**config.mk**
```make
export PLATFORM = sky130hd
export DESIGN_NAME = tbc_front
export DESIGN_NICKNAME = d
export VERILOG_FILES = /design/src/sv/tbc_pkg.sv /design/src/sv/tbc_front.sv
export SDC_FILE = /design/constraint.sdc
export NUM_CORES = 1
export LEC_CHECK = 0
export BUFFER_PORTS_ARGS = -buffer_cell sky130_fd_sc_hd__buf_2
export CORE_MARGIN = 2
export CORE_UTILIZATION = 65
export DETAILED_ROUTE_END_ITERATION = 12
export HOLD_SLACK_MARGIN = 0.12
export PLACE_DENSITY = 0.85
export SLEW_MARGIN = 20
export SYNTH_ARGS = -nofsm -noshare
export SYNTH_HDL_FRONTEND = slang
export SYNTH_SLANG_ARGS = --single-unit
```
**constraint.sdc**
```tcl
create_clock -name clk -period 8.68 [get_ports clk]
set_input_delay 0 -clock clk [delete_from_list [all_inputs] [get_ports clk]]
set_output_delay 0 -clock clk [all_outputs]
set_load 0.1 [all_outputs]
```
**src/sv/tbc_pkg.sv**
```systemverilog
package tbc_pkg;

  localparam int ProgDepth = 4096;
  localparam int DataDepth = 32768;
  localparam int LoopDepth = 128;
  localparam int CellBits  = 32;

  typedef enum logic [2:0] {
    SYM_INC   = 3'd0,
    SYM_DEC   = 3'd1,
    SYM_RIGHT = 3'd2,
    SYM_LEFT  = 3'd3,
    SYM_OUT   = 3'd4,
    SYM_IN    = 3'd5,
    SYM_OPEN  = 3'd6,
    SYM_CLOSE = 3'd7
  } sym_t;

  localparam logic [2:0] ST_OK      = 3'd0;
  localparam logic [2:0] ST_HALT    = 3'd1;
  localparam logic [2:0] ST_IMBAL   = 3'd2;
  localparam logic [2:0] ST_OVF     = 3'd3;
  localparam logic [2:0] ST_REFUSED = 3'd4;

  // Classified item handed from the front end to the back end.
  typedef struct packed {
    logic       exec;     // execute one instruction
    logic       first;    // first execute: brackets unbalanced
    logic       load;     // append code at load address
    logic [2:0] code;
    logic [2:0] status;   // final status for items the back end only echoes
    logic [7:0] ch;
  } cmd_t;

  typedef enum logic [3:0] {
    BK_CLEAR,
    BK_IDLE,
    BK_FETCH,
    BK_DECODE,
    BK_CELL,
    BK_SKIP_RD,
    BK_SKIP_CHK,
    BK_POP_RD,
    BK_POP_WAIT,
    BK_OUT
  } bk_state_t;

  function automatic logic [3:0] encode_symbol(input logic [7:0] ch);
    logic [3:0] r;
    case (ch)
      8'h2B:   r = {1'b0, SYM_INC};
      8'h2D:   r = {1'b0, SYM_DEC};
      8'h3E:   r = {1'b0, SYM_RIGHT};
      8'h3C:   r = {1'b0, SYM_LEFT};
      8'h2E:   r = {1'b0, SYM_OUT};
      8'h2C:   r = {1'b0, SYM_IN};
      8'h5B:   r = {1'b0, SYM_OPEN};
      8'h5D:   r = {1'b0, SYM_CLOSE};
      default: r = 4'd8;
    endcase
    return r;
  endfunction

endpackage

```
**src/sv/tbc_front.sv**
```systemverilog
module tbc_front #(
  parameter int PROG_DEPTH = tbc_pkg::ProgDepth
) (
  input  logic          clk,
  input  logic          rst,
  input  logic          push,
  output logic          full,
  input  logic          mode,
  input  logic [7:0]    char_in,
  output tbc_pkg::cmd_t cmd,
  output logic          cmd_valid,
  input  logic          cmd_ready
);

  localparam int LW = $clog2(PROG_DEPTH + 1);

  logic [LW-1:0] program_length;
  logic [LW-1:0] open_count;
  logic [LW-1:0] close_count;
  logic          running;
  logic [2:0]    fault;
  logic [3:0]    enc;
  tbc_pkg::cmd_t c;
  logic          take;
  logic [LW-1:0] oc_n, cc_n;

  // Two-entry queue toward the back end.
  tbc_pkg::cmd_t q [2];
  logic          rd_ptr, wr_ptr;
  logic [1:0]    cnt;

  assign full      = (cnt == 2'd2);
  assign take      = push && !full;
  assign cmd_valid = (cnt != 2'd0);
  assign cmd       = q[rd_ptr];
  assign enc       = tbc_pkg::encode_symbol(char_in);

  always_comb begin
    c        = '0;
    c.ch     = char_in;
    c.code   = enc[2:0];
    c.status = tbc_pkg::ST_OK;
    oc_n     = open_count + LW'(enc[2:0] == tbc_pkg::SYM_OPEN);
    cc_n     = close_count + LW'(enc[2:0] == tbc_pkg::SYM_CLOSE);
    if (fault != tbc_pkg::ST_OK) begin
      c.status = fault;
    end else if (!mode) begin
      if (running) begin
        c.status = tbc_pkg::ST_REFUSED;
      end else if (enc[3]) begin
        c.status = tbc_pkg::ST_OK;
      end else if (program_length >= LW'(PROG_DEPTH)) begin
        c.status = tbc_pkg::ST_REFUSED;
      end else begin
        c.load = 1'b1;
        if (cc_n > oc_n) begin
          c.status = tbc_pkg::ST_IMBAL;
        end
      end
    end else begin
      c.exec  = 1'b1;
      c.first = !running && (open_count != close_count);
    end
  end

  always_ff @(posedge clk) begin
    if (rst) begin
      program_length <= '0;
      open_count     <= '0;
      close_count    <= '0;
      running        <= 1'b0;
      fault          <= tbc_pkg::ST_OK;
      rd_ptr         <= 1'b0;
      wr_ptr         <= 1'b0;
      cnt            <= 2'd0;
    end else begin
      if (take) begin
        q[wr_ptr] <= c;
        wr_ptr    <= !wr_ptr;
        if (c.load) begin
          program_length <= program_length + 1'b1;
          open_count     <= oc_n;
          close_count    <= cc_n;
          if (c.status == tbc_pkg::ST_IMBAL) begin
            fault <= tbc_pkg::ST_IMBAL;
          end
        end
        if (c.exec) begin
          running <= 1'b1;
          if (c.first) begin
            fault <= tbc_pkg::ST_IMBAL;
          end
        end
      end
      if (cmd_valid && cmd_ready) begin
        rd_ptr <= !rd_ptr;
      end
      cnt <= cnt + 2'(take) - 2'(cmd_valid && cmd_ready);
    end
  end

endmodule

```
Word level (Yosys, flattened, before mapping)
Memory sizes are Yosys's and may differ from the RTL's. A register that Yosys moved wholly into a read port is not among the register bits.
Cells that the tools add are included.
{"block": "word_totals", "ram_bits": 34, "n_memories": 1, "wordCells": 62, "in_bits": 13, "register_bits": 47}
{"block": "classes", "eq_ne": 13, "reduce_logical": 11, "addsub": 5, "mux": 22, "magnitude_cmp": 2}
{"name": "q", "depth": 2, "width": 17, "rd": 1, "rd_clocked_by_memory_dff": 1, "wr": 1, "line_no": "tbc_front.sv:28", "rtl": "tbc_pkg::cmd_t q [2];"}
{"op": "$eq A8 B6 Y1 const B", "count": 6}
{"op": "$pmux W4 S8", "count": 1}
{"op": "$mux W3", "count": 10}
{"op": "$add A13 B1 Y13", "count": 2}
{"op": "$eq A8 B7 Y1 const B", "count": 2}
{"op": "$add A13 B1 Y13 const B", "count": 1}
{"op": "$ge A13 B13 Y1 const B", "count": 1}
{"op": "$gt A13 B13 Y1", "count": 1}
{"op": "$ne A13 B13 Y1", "count": 1}
{"op": "$mux W1", "count": 9}
{"op": "$eq A3 B3 Y1 const B", "count": 2}
{"op": "$logic_not A1 Y1", "count": 4}
{"op": "$mux W2", "count": 2}
{"op": "$reduce_and A2 Y1", "count": 2}
{"op": "$eq A3 B2 Y1 const B", "count": 1}
{"op": "$logic_and A1 B1 Y1", "count": 3}
{"op": "$reduce_bool A3 Y1", "count": 1}
{"op": "$add A2 B1 Y2", "count": 1}
{"op": "$eq A2 B2 Y1 const B", "count": 1}
{"op": "$reduce_bool A2 Y1", "count": 1}
{"op": "$sub A2 B1 Y2", "count": 1}

Longest topological paths before layout
Gate-level depths: netlist (run 1).
{"block": "logic_depth", "ltp_word": 16, "mapped_depth": 16, "ltp_nobuf": 16}

Least setup slack after synthesis (run 1)
No wires, ideal clock.
{"block": "synth_path", "kind": "input -> register", "start": "input char_in[0]", "end": "memory q[0][9] (netlist bit) (data pin)", "arrival_time_ns": 2.875, "setup_slack_ns": 5.532, "path_stages": 16, "cell_sequence": "nor4b_2 -> nand3_2 -> a21oi_1 -> nor2_1 -> ha_1 -> ha_1 -> nand3_1 -> nor3_1 -> and2_1 -> xnor2_1 -> ha_1 -> and4_1 -> a32oi_1 -> a21oi_1 -> o311ai_0 -> nand2_1"}
{"element": "start, declared", "line_no": "tbc_front.sv:9", "rtl": "input logic [7:0] char_in,"}
{"element": "end, declared", "line_no": "tbc_front.sv:28"}

==> results.md, run 1 <==
* Status: complete, no violations
* Period utilisation layout at between 40% and 50%
* Startpoint Class: input pin
* Via count at 3325
* Gate power share at approximately 30%
* Largest net degree at the start of global routing at between 50 and 60
* Sequential share of power at approximately two fifths
* Setup repair bufs after CTS at 0
* DRC viols at 0
* Row Count at 29
* TritonCTS clock tree: yes
* Synthesis Warnings at 0
* EDFF count, synth at 34
* GPL Wtd Cong at a little over 0.9
* Detailed Place HPWL at a little over 6000 um
* GRT overflow at 0
* FILL cells at 440
* N_diodes at 0
* Core Area at between 0.006 and 0.007 sq mm
* Switching Share at roughly 39%
* Min cycle time layout at around 4200 ps
* Tot GR Track Use at 26.0%
* Starting density of the core at ~67%
* Initial DRC Count at between 200 and 250
* CTS sink cnt at 82
* P_int at about 660 uW
* Worst Tran Pin Value at about 1000 ps
* Fmax at between 200 and 250 MHz
* Register Area at just under 0.002 sq mm
* CTS Hold Bufs at 10
* Wirelength, routed at ~9000 um
* Cell count after synthesis at about 430
* Net count after synthesis at 465
* Antenna violations before repair at 0
* Clock Power Share at 28.4%
* I/O Buffers at 31
* CTS buffer count at 9
* Syn avg cell area at 9.97 sq um
* # IOs at 32
* Library cells used by synthesis at about 50
* Utilization after layout at 75.7%
* Nets at ~500
* Clock transition at path regs at ~90 ps
* Placement Setup Slack at a little under 5000 ps
* WL/cell at around 17 um
* Final setup vio count at 0
* Via density at between 6 and 7
* Pwr dens at about 220 mW/mm^2
* Layout cells sized above 1 at about 18%
* Placed insts at ~520
* RSZ-0062 raised after global routing: no
* H-tree depth at 3
* Sequential area share after synthesis at 46.1%
* Final Hold Viols at 0
* Worst vdd ir at between 200 and 250 uV
* Area occupied by multi-input gates at ~0.0022 sq mm
* Root buffer cell: clkbuf_8
* Wire length of the first global-routing pass at approximately 15000 um
* Post-Syn Area at ~0.0043 sq mm
* Sum of negative setup slack at 0 ps
* Max-Cap Viols at 0
* Max Transition Viols Final at 0
* Routed Antenna Nets at 0
* Critical Path End Type: flip-flop
* DRT Pass-1 Iters at 5
* Flops & latches, synth at 82
* Async set-reset flop share out of synthesis at 0%
* Final non-filler cell total at 550
* Die X-Extent at between 80 and 90 um
* DIE AREA at about 0.0073 sq mm
* Required @ worst endpoint at a little under 9000 ps
* CP max FO at 5
* Static Leak at 0.00176 uW
* P&R area growth vs syn at 12.6%
* Slew HR at 33.7%
* Die Ht at ~85 um
* Worst Path Arrival at around 4300 ps
* Worst Hold Class: input pin to flip-flop
* Post_cts resized at 0
* Worst-Skew Late Latency at 360 ps
* Deepest clock path buffer count at 2
* P_sw at between 400 and 500 uW
* Crit Path Class: input pin to flip-flop
* Worst Skew at 9.03 ps
* Vias in the first global route at roughly 3300
* Top_reg_cell synth: dfxtp_1
* Setup ws final at roughly 4500 ps
cell usage after synthesis, types with 2 or more instances:
master | n | share of area (%)
a2111o_1 | 2 | 0.52
a211oi_1 | 2 | 0.35
a21o_1 | 5 | 0.87
a21oi_1 | 44 | 5.1
a31o_2 | 2 | 0.41
and2_1 | 2 | 0.29
and3_1 | 2 | 0.29
buf_2 | 4 | 0.47
clkbuf_1 | 13 | 1.1
dfxtp_1 | 48 | 22
edfxtp_1 | 34 | 24
ha_1 | 21 | 6.1
inv_1 | 23 | 2.0
mux2_2 | 17 | 4.5
nand2_1 | 34 | 3.0
nand2b_1 | 3 | 0.44
nand3_1 | 14 | 1.6
nand3_2 | 2 | 0.47
nand3b_1 | 2 | 0.35
nand4_1 | 7 | 1.0
nor2_1 | 21 | 1.8
nor2b_1 | 5 | 0.73
nor3_1 | 6 | 0.70
nor3b_1 | 2 | 0.35
nor4_1 | 2 | 0.29
o21ai_0 | 23 | 2.7
o31ai_1 | 5 | 0.87
or2_2 | 3 | 0.44
or3_1 | 20 | 2.9
or4_1 | 4 | 0.70
xnor2_1 | 24 | 4.9
xor2_1 | 18 | 3.7
stage by stage:
| stage | cell area (sq um) | total power, uW | hold WS (ps) |
|---|---|---|---|
| 6_report | 4840 | 1070 | 171 |
| 5_1_grt | 4840 | 1100 | 210 |
| 4_1_cts | 4840 | 1070 | 163 |
| 3_5_place_dp | 4510 | 769 | 250 |
| 3_3_place_gp | 4510 | 760 | 242 |
| 2_1_floorplan | 4300 | 720 | 98.9 |
area by class of cell:
class                           count  share of cell area, %
Multi-Input combinational cell    308                   44.9
Sequential cell                    82                   41.0
Timing Repair Buffer               44                   5.74
Clock buffer                       12                   3.47
Tap cell                           77                   1.99
Inverter                           23                   1.78
Clock inverter                      4                   1.16
layer usage:
layer | share of wire, % | vias to the layer above | GRT usage [%]
met5 | 0 | - | 0
met4 | 2.9 | 0 | 9.96
met3 | 4.9 | 28 | 6.52
met2 | 51 | 95 | 45.2
met1 | 42 | 1586 | 31.1
li1 | - | 1616 | -
sequential cells by signal, indices dropped and copies added, names as in the netlist, named ones only:
register / count
q: 34
close_count: 13
open_count: 13
program_length: 13
fault: 3
cnt: 2
rd_ptr: 1
running: 1
wr_ptr: 1
final timing paths:
check | cells after the start | slack, ps | to | startpoint
worst min register to register | 2 | 480 | fault[2] | fault[2]
worst max-delay path | 17 | 4520 | q[1][9] | char_in[6]
worst max register to register | 11 | 5140 | q[1][9] | close_count[0]
worst min-delay path | 5 | 170 | program_length[5] | push
worst max-delay path, cell delays in order:
cell,delay [ps]
dlygate4sd3_1,580
buf_2,210
and4bb_2,320
nand4_1,170
nor2_1,150
ha_1,200
ha_1,240
nand3_1,180
nor3_1,440
and2_1,260
xnor2_1,140
ha_1,270
and4_1,220
a32oi_1,210
a21oi_1,110
o311ai_0,440
nand2_1,130
placed cells by master, fill, tap and decap left out, drive strengths merged, types with 4 or more instances in the layout:
master	n
inv	24
nor2b	5
a21o	5
dfxtp	48
edfxtp	34
a21oi	44
or3	20
nor3	6
nand4	7
dlygate4sd3	10
xor2	18
nor2	21
ha	21
xnor2	24
o21ai	23
or4	4
buf	34
nand2	34
mux2	17
clkbuf	12
o31ai	5
nand3	16
power groups by stage:
stage | registers [uW] | clock network, uW | logic [uW]
floorplan | 440 | 0 | 280
global placement | 451 | 0 | 309
detailed placement | 454 | 0 | 315
CTS | 445 | 307 | 320
global route | 448 | 318 | 332
finish | 445 | 304 | 320
kinds of logic (layout without fill, tap and decap cells):
group	after synthesis	count (layout)	share of synthesized area, %
xor gates and xnor gates	42	42	8.56
DFF	82	82	46.1
and+or+nand+nor	135	135	17.3
buffers and inverters	41	83	3.73
adders and majority gates	21	21	6.12
AOI/OAI and AO/OA	93	93	13.7
muxes	17	17	4.46
(Power assumes the default switching activity.)
==> run 2, diff against run 1 <==
--- a/config.mk
+++ b/config.mk
@@ -7,10 +7,10 @@
 export LEC_CHECK = 0
 export BUFFER_PORTS_ARGS = -buffer_cell sky130_fd_sc_hd__buf_2
 export CORE_MARGIN = 2
-export CORE_UTILIZATION = 65
+export CORE_UTILIZATION = 54
 export DETAILED_ROUTE_END_ITERATION = 12
 export HOLD_SLACK_MARGIN = 0.12
-export PLACE_DENSITY = 0.85
+export PLACE_DENSITY = 0.76
 export SLEW_MARGIN = 20
 export SYNTH_ARGS = -nofsm -noshare
 export SYNTH_HDL_FRONTEND = slang
==> constraint.sdc (replaced) <==
create_clock -name clk -period 3.4 [get_ports clk]
set_input_delay 0 -clock clk [delete_from_list [all_inputs] [get_ports clk]]
set_output_delay 0 -clock clk [all_outputs]
set_load 0.1 [all_outputs]
==> run 2 against run 1 <==
Net effect: power rose to 2.5 times the previous value; first-iteration DRC count down 17%; clock power up 140%; register-to-register slack worse by 4800 ps; via count up 1.9%; cell area up 5.3%; critical endpoint unchanged; highest routed layer unchanged.
==> results.md, run 2 (synthesized netlist as in run 1, its figures left out) <==
* Wire length of the first global-routing pass at 14900 um (was 15000 um)
* Routed Antenna Nets at 0 (unchanged)
* Startpoint Class: input pin (unchanged)
* Tot GR Track Use at 22.2% (was 26.0%)
* Detailed Place HPWL at 6420 um (was 6170 um)
* Hold Crit Depth at 5 (unchanged)
* Nets at 532 (was 502)
* Largest net degree at the start of global routing at 54 (was 55)
* Crit Path Class: input pin to flip-flop (unchanged)
* Worst Hold Class: input pin to flip-flop (unchanged)
* Initial DRC Count at 174 (was 210)
* Fmax at 320 MHz
* Required @ worst endpoint at 3520 ps (was 8780 ps)
* Hold path startpoint: push (unchanged)
* DRT Pass-1 Iters at 4 (was 5)
* Commonest non-fill, non-tap cell in the layout: dfxtp_1 (unchanged)
* WL/cell at 15.3 um (was 16.5 um)
* Wirelength, routed at 9240 um (was 9090 um)
* RSZ-0062 raised after global routing: no (unchanged)
* Slew HR at 26.7% (was 33.7%)
* Status: complete, no violations (unchanged)
* P&R area growth vs syn at 18.5% (was 12.6%)
* Worst vdd ir at 258 uV (was 231 uV)
* Root buffer cell: clkbuf_8 (unchanged)
* Via count at 3389 (was 3325)
* Placement Setup Slack at -130 ps (was 4870 ps)
* Clock transition at path regs at 90 ps (about the same)
* Layout cells sized above 1 at 22.3% (was 17.8%)
* Setup repair bufs after CTS at 0 (unchanged)
* Sum of negative setup slack at 0 ps (unchanged)
* Largest register by flop count: q (unchanged)
* Max FFs per register at 34 (unchanged)
* Reg2Reg Depth at 12 (was 11)
* Static Leak at 0.00191 uW (was 0.00176 uW)
* DRC viols at 0 (unchanged)
* Max Transition Viols Final at 0 (unchanged)
* Setup ws final at 278 ps (was 4520 ps)
* Cells along the critical path: buf_2 > dlygate4sd3_1 > a21oi_1 > nor2_1 > ha_1 > ha_1 > nand3_1 > nor3_1 > buf_4 > and2_1 > xnor2_1 > ha_1 > and4_1 > a32oi_1 > a21oi_1 > o311ai_1 > buf_4 > nand2_1 (was dlygate4sd3_1 > buf_2 > and4bb_2 > nand4_1 > nor2_1 > ha_1 > ha_1 > nand3_1 > nor3_1 > and2_1 > xnor2_1 > ha_1 > and4_1 > a32oi_1 > a21oi_1 > o311ai_0 > nand2_1)
* Die X-Extent at 93.2 um (was 85.3 um)
* Critical Path End Type: flip-flop (unchanged)
* N_diodes at 0 (unchanged)
* CTS buffer count at 9 (unchanged)
* I/O Buffers at 31 (unchanged)
* Worst-Skew Late Latency at 370 ps (was 360 ps)
* Antenna violations before repair at 0 (unchanged)
* Via density at 5.60 (was 6.05)
* DIE AREA at 0.00869 sq mm (was 0.00728 sq mm)
* Critical path's top delay family: buffers and inverters (was simple AND/OR/NAND/NOR gates)
* Row Count at 32 (was 29)
* CTS sink cnt at 82 (unchanged)
* Reg2reg start: close_count[0] (unchanged)
* # IOs at 32 (unchanged)
* Period utilisation layout at just over 90%
* Final setup vio count at 0 (unchanged)
* Min cycle time layout at between 3000 and 4000 ps
* TritonCTS clock tree: yes (unchanged)
* GRT overflow at 0 (unchanged)
* Flop2flop setup slack at 330 ps (was 5140 ps)
* Vias in the first global route at 3225 (was 3317)
* Final Hold Viols at 0 (unchanged)
* CP Buf/Inv Count at 4 (was 2)
* Deepest clock path buffer count at 2 (unchanged)
* Slowest-stage cell, CP: dlygate4sd3_1 (unchanged)
* Core Area at 0.00773 sq mm (was 0.00639 sq mm)
* Worst Skew at 9.97 ps (was 9.03 ps)
* Worst Tran Pin Value at 1100 ps (was 994 ps)
* Worst Path Arrival at 3240 ps (was 4260 ps)
* Hold path endpoint: program_length[5] (unchanged)
* Most frequent cells in the layout: dfxtp_1, a21oi_1, nand2_1, edfxtp_1 (was dfxtp_1, a21oi_1, nand2_1, edfxtp_1, buf_2)
* Max stage delay on crit path at 550 ps (was 580 ps)
* Total power at 2680 uW (was 1070 uW)
* Die Ht at 93.2 um (was 85.3 um)
* Max-Cap Viols at 0 (unchanged)
* Pwr dens at 526 mW/mm^2 (was 221 mW/mm^2)
* GPL Wtd Cong at 0.946 (was 0.913)
* Critical path origin: char_in[1] (was char_in[6])
* Starting density of the core at 55.6% (was 67.3%)
* CP max FO at 4 (was 5)
* H-tree depth at 3 (unchanged)
* Most common cell on crit path: ha_1 (unchanged)
* RR Endpoint: q[1][9] (unchanged)
-- run 2: worst max path at each step --
| stage | end | slack (ps) | depth (start not counted) |
|---|---|---|---|
| final | q[1][9] | 280 | 18 |
| after global routing | q[1][9] | 60 | 12 |
| after CTS | q[0][9] | 220 | 18 |
| after detailed placement | q[0][9] | -130 | 15 |
| after global placement | q[0][9] | -20 | 15 |
| after floorplan | q[0][9] | 250 | 16 |
-- run 2: final cells by class --
| type | instances | area [sq um] |
|---|---|---|
| Clock inverter | 6 | 56.3 |
| Sequential cell | 82 | 1980 |
| Multi-Input combinational cell | 308 | 2180 |
| Inverter | 23 | 86.3 |
| Timing Repair Buffer | 74 | 508 |
| Clock buffer | 10 | 149 |
| Tap cell | 102 | 128 |
| Fill cell | 618 | 2640 |
-- run 2: where the power goes --
part	leakage (uW)	total (uW)	switching (uW)	internal (uW)
Clock	0.000102	719	396	323
Sequential	0.000704	1140	50.4	1080
Combinational	0.00110	823	638	185
Total	0.00191	2680	1080	1590
-- run 2: repair_timing --
item,in CTS,in global routing
hold buffers,12,0
endpoints found under the hold margin,29,0
setup endpoints to repair,0,3
gates resized for setup,0,3
-- run 2: layer usage --
layer | GRT usage (%) | wire length [um]
met1 | 26.5 | 4090
met2 | 38.8 | 4650
met3 | 3.71 | 324
met4 | 11.0 | 167
met5 | 0 | 0
-- run 2: stage by stage --
stage / cells / cell area, sq um / utilization, % / hold slack, ps
4_1_cts: 605 / 5080 / 65.7 / 185
3_5_place_dp: 577 / 4750 / 61.5 / 230
3_3_place_gp: 577 / 4750 / 61.5 / 230
5_1_grt: 605 / 5090 / 65.9 / 196
2_1_floorplan: 431 / 4300 / - / 98.9
6_report: 605 / 5090 / 65.9 / 197
-- run 2: worst min-delay path, cell delays in order --
cell and delay [ps]:
buf_2 120, nand3_1 170, a2111oi_4 60, xnor2_1 130
nor2_1 40
